File: config.mk
export PLATFORM = sky130hd
export DESIGN_NAME = semver_string_validator_unit
export DESIGN_NICKNAME = d
export VERILOG_FILES = /design/src/rtl/svv_pkg.sv /design/src/rtl/svv_step.sv /design/src/rtl/semver_string_validator_unit.sv
export SDC_FILE = /design/constraint.sdc
export NUM_CORES = 1
export LEC_CHECK = 0
export ABC_AREA = 1
export BUFFER_PORTS_ARGS = -buffer_cell sky130_fd_sc_hd__buf_2
export CAP_MARGIN = 20
export CELL_PAD_IN_SITES_DETAIL_PLACEMENT = 2
export CELL_PAD_IN_SITES_GLOBAL_PLACEMENT = 2
export CORE_ASPECT_RATIO = 1.1
export CORE_MARGIN = 1
export CORE_UTILIZATION = 25
export DETAILED_ROUTE_END_ITERATION = 10
export PLACE_DENSITY_LB_ADDON = 0.1
export SLEW_MARGIN = 0
export SYNTH_ARGS = -nofsm -noshare
export SYNTH_HDL_FRONTEND = slang
export SYNTH_HIERARCHICAL = 1
export SYNTH_SLANG_ARGS = --single-unit
File: constraint.sdc
create_clock -name clk -period 2.2 [get_ports clk]
set_clock_uncertainty 0.15 [all_clocks]
set_input_delay 0.11 -clock clk [delete_from_list [all_inputs] [get_ports clk]]
set_output_delay 0.11 -clock clk [all_outputs]
set_load 0.01 [all_outputs]
File: src/rtl/svv_pkg.sv
package svv_pkg;

  // Longest accepted version string in bytes
  localparam int MAX_LEN = 64;
  // Byte counter width, wide enough to hold MAX_LEN itself
  localparam int CNT_W = $clog2(MAX_LEN + 1);

  // Character codes of the grammar
  localparam logic [7:0] CH_MINUS = 8'h2D;
  localparam logic [7:0] CH_PLUS  = 8'h2B;
  localparam logic [7:0] CH_DOT   = 8'h2E;
  localparam logic [7:0] CH_ZERO  = 8'h30;
  localparam logic [7:0] CH_NINE  = 8'h39;

  // Part of the version string being parsed
  typedef enum logic [2:0] {
    SEC_MAJOR = 3'd0,
    SEC_MINOR = 3'd1,
    SEC_PATCH = 3'd2,
    SEC_PRE   = 3'd3,
    SEC_BUILD = 3'd4
  } section_t;

  // Parser state carried from byte to byte
  typedef struct packed {
    section_t         section;
    logic [1:0]       tok_len;
    logic             starts_zero;
    logic             all_digits;
    logic             failed;
    logic [CNT_W-1:0] byte_count;
  } state_t;

  localparam state_t STATE_RESET = '{
    section:     SEC_MAJOR,
    tok_len:     2'd0,
    starts_zero: 1'b0,
    all_digits:  1'b1,
    failed:      1'b0,
    byte_count:  '0
  };

endpackage

File: src/rtl/svv_step.sv
module svv_step (
  input  svv_pkg::state_t cur,
  input  logic [7:0]      char_byte,
  input  logic            last_byte,
  output svv_pkg::state_t nxt,
  output logic            result
);

  logic               digit;
  logic               ident;
  logic               add;
  logic               close;
  svv_pkg::section_t  close_sec;
  svv_pkg::state_t    upd;

  // True if the current identifier may end here under the section's rules
  function automatic logic tok_ok(svv_pkg::section_t sec, logic [1:0] len,
                                  logic sz, logic ad);
    logic lead_zero;
    logic ok;
    lead_zero = (len == 2'd2) && sz;
    unique case (sec)
      svv_pkg::SEC_MAJOR, svv_pkg::SEC_MINOR, svv_pkg::SEC_PATCH: ok = !lead_zero;
      svv_pkg::SEC_PRE:   ok = !(lead_zero && ad);
      svv_pkg::SEC_BUILD: ok = 1'b1;
      default:            ok = 1'b0;
    endcase
    return ok && (len != 2'd0);
  endfunction

  // Classify the byte
  assign digit = (char_byte >= svv_pkg::CH_ZERO) && (char_byte <= svv_pkg::CH_NINE);
  assign ident = digit || (char_byte >= 8'h61 && char_byte <= 8'h7A) ||
                 (char_byte >= 8'h41 && char_byte <= 8'h5A) ||
                 (char_byte == svv_pkg::CH_MINUS);

  always_comb begin
    upd       = cur;
    add       = 1'b0;
    close     = 1'b0;
    close_sec = cur.section;

    // Count bytes, fail past the length limit
    if (cur.byte_count >= svv_pkg::CNT_W'(svv_pkg::MAX_LEN)) begin
      upd.failed = 1'b1;
    end else begin
      upd.byte_count = cur.byte_count + svv_pkg::CNT_W'(1);
    end

    // Decide what the byte does in this section
    unique case (cur.section)
      svv_pkg::SEC_MAJOR, svv_pkg::SEC_MINOR, svv_pkg::SEC_PATCH: begin
        if (digit) begin
          add = 1'b1;
        end else if (char_byte == svv_pkg::CH_DOT && cur.section != svv_pkg::SEC_PATCH) begin
          close     = 1'b1;
          close_sec = (cur.section == svv_pkg::SEC_MAJOR) ? svv_pkg::SEC_MINOR
                                                          : svv_pkg::SEC_PATCH;
        end else if (char_byte == svv_pkg::CH_MINUS && cur.section == svv_pkg::SEC_PATCH) begin
          close     = 1'b1;
          close_sec = svv_pkg::SEC_PRE;
        end else if (char_byte == svv_pkg::CH_PLUS && cur.section == svv_pkg::SEC_PATCH) begin
          close     = 1'b1;
          close_sec = svv_pkg::SEC_BUILD;
        end else begin
          upd.failed = 1'b1;
        end
      end
      svv_pkg::SEC_PRE: begin
        if (ident) begin
          add = 1'b1;
        end else if (char_byte == svv_pkg::CH_DOT) begin
          close = 1'b1;
        end else if (char_byte == svv_pkg::CH_PLUS) begin
          close     = 1'b1;
          close_sec = svv_pkg::SEC_BUILD;
        end else begin
          upd.failed = 1'b1;
        end
      end
      svv_pkg::SEC_BUILD: begin
        if (ident) begin
          add = 1'b1;
        end else if (char_byte == svv_pkg::CH_DOT) begin
          close = 1'b1;
        end else begin
          upd.failed = 1'b1;
        end
      end
      default: upd.failed = 1'b1;
    endcase

    // Extend the identifier
    if (add) begin
      if (cur.tok_len == 2'd0) begin
        upd.starts_zero = (char_byte == svv_pkg::CH_ZERO);
      end
      if (!digit) begin
        upd.all_digits = 1'b0;
      end
      if (cur.tok_len != 2'd2) begin
        upd.tok_len = cur.tok_len + 2'd1;
      end
    end

    // End the identifier and move on
    if (close) begin
      if (!tok_ok(cur.section, cur.tok_len, cur.starts_zero, cur.all_digits)) begin
        upd.failed = 1'b1;
      end
      upd.section     = close_sec;
      upd.tok_len     = 2'd0;
      upd.starts_zero = 1'b0;
      upd.all_digits  = 1'b1;
    end

    // Judge the whole string on its final byte
    result = !upd.failed &&
             (upd.section == svv_pkg::SEC_PATCH || upd.section == svv_pkg::SEC_PRE ||
              upd.section == svv_pkg::SEC_BUILD) &&
             tok_ok(upd.section, upd.tok_len, upd.starts_zero, upd.all_digits);

    nxt = last_byte ? svv_pkg::STATE_RESET : upd;
  end

endmodule

File: src/rtl/semver_string_validator_unit.sv
// Semantic version string checker.
// Input channel s_*: one byte of the version string per request, s_tlast
// on the final byte. Output channel m_*: one request per string, carrying
// is_valid, issued after the final byte only; other bytes give nothing.
// A byte is first held in the input register, then its state update and any
// result are registered, so is_valid comes from the output register.
// Throughput: one byte per cycle, but a final byte waits while a result is
// untaken. The parse state is a handful of flags, a section code and a
// byte counter, computed combinationally by svv_step.
// Strings longer than MAX_LEN bytes are reported invalid.
// Reset (rst, synchronous) empties both registers and returns the parser
// to the start of a string.
// When the receiver stalls, the result waits in the output register; the
// block still takes bytes that are not final, and a final byte waits in
// the input register until the result ahead of it is taken.
module semver_string_validator_unit (
  input  logic       clk,
  input  logic       rst,
  input  logic       s_tvalid,
  output logic       s_tready,
  input  logic [7:0] s_tdata,   // [7:0] char_byte
  input  logic       s_tlast,   // last_byte
  output logic       m_tvalid,
  input  logic       m_tready,
  output logic [7:0] m_tdata    // [0] is_valid, [7:1] zero
);

  logic            in_valid;
  logic [7:0]      in_byte;
  logic            in_last;
  logic            in_fire;
  logic            out_free;
  logic            is_valid;
  logic            result;
  svv_pkg::state_t st;
  svv_pkg::state_t st_next;

  svv_step u_step (
    .cur       (st),
    .char_byte (in_byte),
    .last_byte (in_last),
    .nxt       (st_next),
    .result    (result)
  );

  // Advance a byte unless it is final and the result slot is busy
  assign out_free = !m_tvalid || m_tready;
  assign in_fire  = in_valid && (!in_last || out_free);
  assign s_tready = !in_valid || in_fire;

  // Hold the input byte
  always_ff @(posedge clk) begin
    if (rst) begin
      in_valid <= 1'b0;
    end else if (s_tready) begin
      in_valid <= s_tvalid;
    end
    if (s_tready && s_tvalid) begin
      in_byte <= s_tdata;
      in_last <= s_tlast;
    end
  end

  // Update parse state and result register
  always_ff @(posedge clk) begin
    if (rst) begin
      st       <= svv_pkg::STATE_RESET;
      m_tvalid <= 1'b0;
    end else begin
      if (in_fire) begin
        st <= st_next;
      end
      if (in_fire && in_last) begin
        m_tvalid <= 1'b1;
      end else if (m_tready) begin
        m_tvalid <= 1'b0;
      end
    end
    if (in_fire && in_last) begin
      is_valid <= result;
    end
  end

  assign m_tdata = {7'd0, is_valid};

  // A final byte leaves the parser at the start of a string
  assert property (@(posedge clk) disable iff (rst)
    in_fire && in_last |=> st.section == svv_pkg::SEC_MAJOR && st.byte_count == '0)
    else $error("parser not restarted after final byte");

  // Byte counter never passes the limit
  assert property (@(posedge clk) disable iff (rst)
    st.byte_count <= svv_pkg::CNT_W'(svv_pkg::MAX_LEN))
    else $error("byte counter beyond limit");

  // A result appears only after a final byte advanced
  assert property (@(posedge clk) disable iff (rst)
    $rose(m_tvalid) |-> $past(in_fire && in_last))
    else $error("result without final byte");

  // A pending final byte never overwrites an untaken result
  assert property (@(posedge clk) disable iff (rst)
    m_tvalid && !m_tready |-> !(in_fire && in_last))
    else $error("result overwritten while stalled");

  // Input is refused only while a final byte is held and the result slot is busy
  assert property (@(posedge clk) disable iff (rst)
    !s_tready |-> in_valid && in_last && !out_free)
    else $error("input stalled without cause");

endmodule
==> metrics.yaml, run 1 <==
hold_ws_ns: 0.2214
via_count: 1985
fillCellCount: 930
placedCellCount: 417
dr.pass1.iters: 4
htreeDepth: 1
crit_top_cell: "nand2_1"
ys_ff_latch: 27
critPathTopFamily: "simple AND/OR/NAND/NOR gates"
rows: 33
core_area_um2: 7556
grt_pass1_wl_um: 10110
drt_iter0_markers: 36
cp.required_ns: 2.09
cts_sinks: 27
fmax_mhz: 468.4
timing.final.crit_share_pct: 97.04
grt-ovfl-total: 0
worst-path-buf-inv: 3
syn-cell-area_um2: 1981
antenna_found_initial: 0
die_area_um2: 8283
rr_startpoint: "in_byte[7]$_DFFE_PP_"
rsz0062_at_grt: "true"
yosys.area.top_type_share_pct: 17.18
start_util_pct: 26.21
synthToLayoutAreaGrowth_pct: 24.45
drc: 0
ys_warn_count: 6
synth_cells: 304
cap_viol_max_count: 0
fp.dieH_um: 95.36
grt_usage_pct: 15.75
p_per_area_nw_per_um2: 468.1
r2r-end: "is_valid$_DFFE_PP_"
synth_async_sr_flop_share_pct: 0
startpoint_type: "flip-flop"
avgSynthCellArea_um2: 6.515
status: "completed"
arrival_ns: 2.03
critical_path_cell_count: 14
drt-total-wl_um: 6156
root_buffer: "clkbuf_8"
path_class: "flip-flop to flip-flop"
startpoint: "in_byte[7]$_DFFE_PP_"
numCtsBuffers: 3
slew_headroom_pct: 61.39
synth_area_leaders: "dfxtp_1 17%, edfxtp_1 15%, nand2_1 13%"
hold_class: "primary input to flip-flop"
worstSkewPairLatency_ns: 0.29
finalCriticalPeriod_ns: 2.135
clock_path_buffers: 2
end_kind: "flip-flop"
grt_max_degree: 33
reg2reg_depth: 14
antenna_cells: 0
critPathMaxFanout: 7
final_common_cell: "nand2_1"
fin_nets: 356
cp_slowest_stage_delay_ns: 0.46
final_cells: 443
reg2reg_slack_ns: 0.07
critPathCapture: "is_valid$_DFFE_PP_"
vdd_drop_max_mv: 0.1973
synth_edf_count: 10
yosys.area.top_type: "dfxtp_1"
grt_pass1_vias: 2103
wl_per_cell_um: 13.90
crit_chain: "buf_6 -> inv_2 -> nand2_2 -> nor2_4 -> buf_6 -> nand3_4 -> nand3_1 -> nand2_1 -> nand3_2 -> nand2_1 -> nand2_1 -> nand2_1 -> nand3_1 -> a21oi_2"
ys_seq_area_share_pct: 32.34
post-route-util_pct: 32.62
drive_gt1_share_pct: 23.67
place_congestion: 0.7752
dp.final_hpwl_um: 4478
synth.distinct_cells: 33
setup_viol: 0
worst_pin_slew_ns: 0.5785
report.final.slew_viol_count: 0
ioPinCount: 23
hold_viol: 0
fp.dieW_um: 86.87
cts_tree: "done"
antenna_left: 0
p_leak_uw: 0.001140
viasPerCell: 4.481
path_clk_slew_ns: 0.11
ys.flop_type: "dfxtp_1"
io_buffers: 15
final_cell_mix: "56 x nand2_1, 42 x inv_1, 35 x nor2_1"
slowest_stage: "edfxtp_1"
[sequential cells by signal, indices dropped and copies added, names as in the netlist]
register  count
is_valid      1
st           15
in_last       1
in_byte       8
m_tvalid      1
in_valid      1
[where the power goes]
group / switching (µW) / internal [µW] / total [µW] / leakage, µW
Combinational: 160 / 104 / 264 / 0.000879
Clock: 175 / 129 / 304 / 0.0000217
Sequential: 36.6 / 549 / 585 / 0.000239
[worst register-to-register path: cells and delay by family, from the launching register on]
| family | cells | cell delay (ns) |
|---|---|---|
| AND/OR/NAND/NOR | 10 | 0.91 |
| flip-flops | 1 | 0.46 |
| buffers and inverters | 3 | 0.33 |
| AO/OA/AOI/OAI | 1 | 0.03 |
[metrics by stage]
step                      worst slack, ns  setup TNS (ns)  total power [µW]  instance area, µm²
after floorplan                    0.4281               0             763.5                2003
after detailed placement          0.03395               0             825.5                2123
final                             0.06522               0              1154                2465
after global routing             -0.06606         -0.2954              1231                2465
after global placement            0.07540               0             818.3                2123
after CTS                        0.007761               0              1147                2292
[logic make-up (layout without fill, tap and decap cells)]
group / after synthesis / in the layout / synth area share, %
AO/OA/AOI/OAI: 33 / 33 / 9.792
XOR/XNOR: 1 / 1 / 0.4423
adder cells (fa/ha/maj): 4 / 4 / 2.527
buffers and inverters: 68 / 96 / 15.54
flip-flops: 27 / 27 / 32.34
other: 1 / 7 / 0.1893
AND/OR/NAND/NOR: 170 / 170 / 39.17
[synth_stat cells (2+ instances only)]
cell,n
o21ai_0,5
nor2_2,6
ha_1,4
nand3_2,5
nand2_2,4
buf_2,6
nand2_1,66
inv_1,43
a21oi_1,20
nor3_1,2
a21oi_2,2
nor2_1,40
nand4_1,7
edfxtp_1,10
nand3_1,36
inv_2,7
dfxtp_1,17
buf_4,8
buf_6,2
[per-layer routing]
layer	global-route usage, %	part of all wire, %	vias to the layer above
met5	0	0	-
met2	30.25	53	10
li1	-	-	1019
met3	1.299	0.97	6
met4	3.750	1.0	0
met1	18.72	45	950
[layout make-up]
class	instances	area (µm²)	share of cell area, %
clock buffers	3	41.29	1.675
clock inverters	1	7.507	0.3046
inverters	51	191.4	7.767
multi-input cells	215	1140	46.24
flip-flops and latches	27	641.9	26.04
well taps	105	131.4	5.330
repair buffers	41	311.5	12.64
[worst min path at each step]
| stage | start | endpoint | slack [ns] | cells after the start |
|---|---|---|---|---|
| after floorplan | rst | in_valid$_SDFFE_PP0P_ | 0.03 | 1 |
| after global placement | s_tdata[2] | in_byte[2]$_DFFE_PP_ | 0.14 | 1 |
| after detailed placement | s_tdata[2] | in_byte[2]$_DFFE_PP_ | 0.14 | 1 |
| after CTS | s_tvalid | in_byte[7]$_DFFE_PP_ | 0.22 | 3 |
| after global routing | s_tvalid | in_byte[7]$_DFFE_PP_ | 0.25 | 3 |
| final | s_tvalid | in_last$_DFFE_PP_ | 0.22 | 3 |
[timing repair]
item / in CTS / in global routing
setup buffers: 0 / 10
hold buffers: 12 / 0
setup endpoints to repair: 0 / 6
resized for setup: 0 / 28
hold endpoints to repair: 11 / 0
Power figures use the tool's default switching activity.
==> run 2, diff against run 1 <==
--- a/config.mk
+++ b/config.mk
@@ -5,14 +5,13 @@
 export SDC_FILE = /design/constraint.sdc
 export NUM_CORES = 1
 export LEC_CHECK = 0
-export ABC_AREA = 1
 export BUFFER_PORTS_ARGS = -buffer_cell sky130_fd_sc_hd__buf_2
 export CAP_MARGIN = 20
 export CELL_PAD_IN_SITES_DETAIL_PLACEMENT = 2
 export CELL_PAD_IN_SITES_GLOBAL_PLACEMENT = 2
 export CORE_ASPECT_RATIO = 1.1
 export CORE_MARGIN = 1
-export CORE_UTILIZATION = 25
+export CORE_UTILIZATION = 33
 export DETAILED_ROUTE_END_ITERATION = 10
 export PLACE_DENSITY_LB_ADDON = 0.1
 export SLEW_MARGIN = 0
==> constraint.sdc (replaced) <==
create_clock -name clk -period 1.78 [get_ports clk]
set_clock_uncertainty 0.15 [all_clocks]
set_input_delay 0.089 -clock clk [delete_from_list [all_inputs] [get_ports clk]]
set_output_delay 0.089 -clock clk [all_outputs]
set_load 0.01 [all_outputs]
==> metrics.yaml, run 2 <==
status: "complete, but fails checks"
violations: "setup timing"
syn-cell-area_um2: 2038
cp.required_ns: 1.67
startpoint_type: "flip-flop"
drc: 0
p_per_area_nw_per_um2: 462.1
ioPinCount: 23
core_area_um2: 5878
fmax_mhz: 396.3
min_from: "m_tready"
path_class: "flip-flop to flip-flop"
cts_tree: "done"
worst-path-buf-inv: 0
worstSkewPairLatency_ns: 0.29
fin_nets: 309
grt_pass1_wl_um: 10530
crit_chain: "o21ai_1 -> nand3_1 -> a311oi_4 -> mux2i_1 -> and4bb_1 -> o31ai_2"
timing.final.crit_share_pct: 141.8
synth_area_leaders: "dfxtp_1 17%, edfxtp_1 15%, nand2b_1 9.5%"
numCtsBuffers: 3
placedCellCount: 345
final_cell_mix: "47 x buf_4, 31 x nand2b_1, 22 x nor2_1"
ys.flop_type: "dfxtp_1"
vdd_drop_max_mv: 0.3190
cap_viol_max_count: 0
largestRegisters: "st x15, in_byte x8"
synthToLayoutAreaGrowth_pct: 35.60
antenna_cells: 0
critPathMaxFanout: 5
post-route-util_pct: 47.02
drt-total-wl_um: 6455
viasPerCell: 5.109
hold_viol: 0
ys_ff_latch: 27
ys_warn_count: 6
arrival_ns: 2.41
rows: 29
largest_reg_flops: 15
via_count: 1880
finalCriticalPeriod_ns: 2.523
slowest_stage: "edfxtp_1"
hold_class: "primary input to flip-flop"
synth.distinct_cells: 56
synth.most_common_cell: "nand2b_1"
antenna_found_initial: 0
dp.final_hpwl_um: 4596
cp_slowest_stage_delay_ns: 0.49
setup_viol: 9
startpoint: "in_byte[1]$_DFFE_PP_"
ys_seq_area_share_pct: 31.43
regMostFlops: "st"
drt_iter0_markers: 29
final_cells: 368
place_congestion: 0.8568
placed_cell_area_um2: 2461
grt-ovfl-total: 0
clock_path_buffers: 2
fp.dieH_um: 84.43
dr.pass1.iters: 6
path_clk_slew_ns: 0.11
fin_ws_ns: -0.7432
rr_startpoint: "in_byte[1]$_DFFE_PP_"
synth_async_sr_flop_share_pct: 0
yosys.area.top_type_share_pct: 16.70
seq_area_um2: 643.1
p_leak_uw: 0.001107
end_kind: "flip-flop"
grt_max_degree: 33
cts_sinks: 27
report.final.slew_viol_count: 0
yosys.area.top_type: "dfxtp_1"
critPathTopFamily: "compound AO/OA/AOI/OAI gates"
htreeDepth: 1
rsz0062_at_grt: "true"
die_area_um2: 6495
multiInputGateArea_um2: 1384
final_common_cell: "buf_4"
synth_common_cells: "31 x nand2b_1, 24 x nor2_1, 19 x mux2i_1, 17 x dfxtp_1"
fp.dieW_um: 76.93
root_buffer: "clkbuf_8"
power_uw: 1277
avgSynthCellArea_um2: 8.979
fillCellCount: 652
post-place-ws_ns: -0.7041
synth_edf_count: 10
antenna_left: 0
synth_cells: 227
grt_usage_pct: 20.81
start_util_pct: 34.67
io_buffers: 15
wl_per_cell_um: 17.54
drive_gt1_share_pct: 35.40
grt_pass1_vias: 2113
fin_area_um2: 2764
-- run 2: worst min-delay path: stages --
cell and delay, ns:
buf_2 0.10, nor2b_4 0.05, a21oi_1 0.11, nor2_1 0.05
-- run 2: where the power goes --
group / switching, µW / internal, µW
logic: 112 / 109
clock network: 218 / 161
registers: 18.4 / 658
-- run 2: metal layers --
metal	up-vias	GRT usage, %	wire length, µm
met3	10	3.370	133
met1	929	22.14	2713
li1	910	-	-
met5	-	0	0
met4	0	7.692	125
met2	31	40.50	3482
-- run 2: timing repair --
item,CTS,global route
setup endpoints to repair,9,9
setup buffers,5,5
pin swaps,18,16
hold endpoints to repair,10,0
hold buffers,10,0
gates resized for setup,12,10
-- run 2: worst paths after layout --
path | end | slack [ns] | cells after the start
hold reg to reg | st[5]$_SDFFE_PP0P_ | 0.36 | 2
hold / removal | m_tvalid$_SDFFE_PP0P_ | 0.002 | 4
setup / recovery | is_valid$_DFFE_PP_ | -0.74 | 6
setup reg to reg | is_valid$_DFFE_PP_ | -0.74 | 6
-- run 2: layout make-up --
class                      count  share of cell area, %
inverter                       9                  1.222
multi-input combinational    176                  50.07
sequential                    27                  23.27
tap                           77                  3.486
timing repair buffer          75                  20.33
clock buffer                   4                  1.630
-- run 2: kinds of logic after synthesis --
| group | Yosys count | share of synthesized area, % |
|---|---|---|
| and+or+nand+nor | 105 | 31.68 |
| xor gates and xnor gates | 7 | 3.008 |
| adders and majority gates | 4 | 2.456 |
| other | 1 | 0.1840 |
| muxes | 19 | 9.331 |
| buffers and inverters | 30 | 9.146 |
| DFF | 27 | 31.43 |
| AOI/OAI and AO/OA | 34 | 12.77 |
-- run 2: metrics by stage --
stage	setup TNS (ns)	hold WS, ns
floorplan	-1.989	0.03787
global placement	-3.003	0.1179
detailed placement	-4.012	0.1182
CTS	-4.383	0.005337
global route	-5.603	0.03249
finish	-4.754	0.002253
==> run 3, diff against run 2 <==
--- a/config.mk
+++ b/config.mk
@@ -11,7 +11,8 @@
 export CELL_PAD_IN_SITES_GLOBAL_PLACEMENT = 2
 export CORE_ASPECT_RATIO = 1.1
 export CORE_MARGIN = 1
-export CORE_UTILIZATION = 33
+export CORE_UTILIZATION = 40
+export CTS_BUF_LIST = sky130_fd_sc_hd__clkbuf_8
 export DETAILED_ROUTE_END_ITERATION = 10
 export PLACE_DENSITY_LB_ADDON = 0.1
 export SLEW_MARGIN = 0
==> constraint.sdc (replaced) <==
create_clock -name clk -period 3.3 [get_ports clk]
set_clock_uncertainty 0.15 [all_clocks]
set_input_delay 0.165 -clock clk [delete_from_list [all_inputs] [get_ports clk]]
set_output_delay 0.165 -clock clk [all_outputs]
set_load 0.01 [all_outputs]
==> metrics.yaml, run 3 (synthesis gave the netlist of run 2 again) <==
status: "completed"
startpoint_type: "flip-flop"
dr.pass1.iters: 4
path_class: "flip-flop to flip-flop"
hold_depth: 4
via_count: 1659
antenna_left: 0
clock_path_buffers: 2
fin_nets: 260
fp.dieH_um: 76.87
root_buffer: "clkbuf_8"
power_uw: 654.7
timing.final.crit_share_pct: 81.79
cts_tree: "done"
min_from: "m_tready"
antenna_cells: 0
report.final.slew_viol_count: 0
finalCriticalPeriod_ns: 2.699
met1_usage_pct: 27.17
cts_sinks: 27
holdPathEnd: "m_tvalid$_SDFFE_PP0P_"
hold_class: "primary input to flip-flop"
htreeDepth: 1
critPathMaxFanout: 6
largest_reg_flops: 15
numCtsBuffers: 3
drt-total-wl_um: 5680
fillCellCount: 516
grt_max_degree: 33
p_per_area_nw_per_um2: 296.8
drc: 0
drt_iter0_markers: 47
die_area_um2: 5385
grt_pass1_vias: 1924
slew_headroom_pct: 34.87
grt_pass1_wl_um: 9701
grtUsageMet3_pct: 3.811
worstSkewPairLatency_ns: 0.29
cp.required_ns: 3.19
fin_tns_setup_ns: 0
path_clk_slew_ns: 0.11
use_met2_pct: 41.25
wl_per_cell_um: 19.06
regMostFlops: "st"
grt_usage_pct: 22.82
vdd_drop_max_mv: 0.2441
ioPinCount: 23
fmax_mhz: 370.5
rr_startpoint: "in_byte[6]$_DFFE_PP_"
core_area_um2: 4782
hold_viol: 0
busiest_layer: "met2"
start_util_pct: 42.62
rsz0062_at_grt: "false"
viasPerCell: 5.567
drive_gt1_share_pct: 13.22
cts-resized-gates: 0
cts_setup_buffers: 0
dp.final_hpwl_um: 3967
arrival_ns: 2.59
reg2reg_slack_ns: 0.60
io_buffers: 15
end_kind: "flip-flop"
grt-ovfl-total: 0
synthToLayoutAreaGrowth_pct: 8.226
p_leak_uw: 0.0008151
cap_viol_max_count: 0
worst_pin_slew_ns: 0.9724
fp.dieW_um: 70.06
largestRegisters: "st x15, in_byte x8"
final_common_cell: "nand2b_1"
final_cell_mix: "31 x nand2b_1, 24 x nor2_1, 19 x mux2i_1"
place_congestion: 0.8224
rows: 26
antenna_found_initial: 0
r2r-end: "is_valid$_DFFE_PP_"
reg2reg_depth: 6
setup_viol: 0
-- run 3: cell count changes in the layout (fill, tap and decap cells not counted), moves of 3 or more --
cell     change
o21ai_0      +5
buf_6        -3
buf_4       -46
o21ai_1      -4
-- run 3: power breakdown --
part / switching (µW) / leakage [µW] / internal [µW]
sequential: 17.6 / 0.000237 / 355
clock: 118 / 0.0000269 / 84.1
combinational: 41.3 / 0.000551 / 38.7
-- run 3: repair_timing --
item                                    CTS  global route
hold buffers                             10             0
endpoints found under the setup margin    0             0
hold endpoints to repair                 10             0
-- run 3: metal layers --
metal  vias to the layer above  routed length [µm]
li1                        810                   -
met1                       804                2509
met2                        36                2911
met3                         9                 155
met4                         0                 103
met5                         -                   0
-- run 3: layout make-up --
class                      instances  area [µm²]  area share, %
multi-input combinational        176        1234          55.93
sequential                        27       640.6          29.04
timing repair buffer              26       182.7          8.281
tap                               56       70.07          3.176
clock buffer                       3       41.29          1.872
inverter                           9       33.78          1.531
clock inverter                     1       3.754         0.1702
-- run 3: worst max-delay path, cell delays in order (launching register included) --
cell and delay [ns]:
edfxtp_1 0.47, nor3b_1 0.51, a31oi_1 0.31, a311oi_4 0.42
mux2i_1 0.27, and4bb_1 0.25, o31ai_2 0.07
-- run 3: worst max-delay path by stage --
stage               slack, ns  depth (start not counted)                  to            startpoint
finish                   0.60                          6  is_valid$_DFFE_PP_  in_byte[6]$_DFFE_PP_
CTS                      0.57                          6  is_valid$_DFFE_PP_  in_byte[6]$_DFFE_PP_
global placement         0.72                          6  is_valid$_DFFE_PP_  in_byte[6]$_DFFE_PP_
floorplan                1.03                          7  is_valid$_DFFE_PP_  in_byte[4]$_DFFE_PP_
global route             0.43                          6  is_valid$_DFFE_PP_  in_byte[6]$_DFFE_PP_
detailed placement       0.52                          6  is_valid$_DFFE_PP_  in_byte[6]$_DFFE_PP_
-- run 3: metrics by stage --
step                      setup WS [ns]  util [%]  std cells  cell area, µm²  hold WS, ns
after floorplan                   1.032         -        233            2061       0.1139
after global placement           0.7190     43.09        284            2061       0.1915
after detailed placement         0.5166     43.09        284            2061       0.1934
after CTS                        0.5738     46.13        298            2206      0.09331
after global routing             0.4348     46.13        298            2206       0.1458
final                            0.6009     46.13        298            2206      0.09879
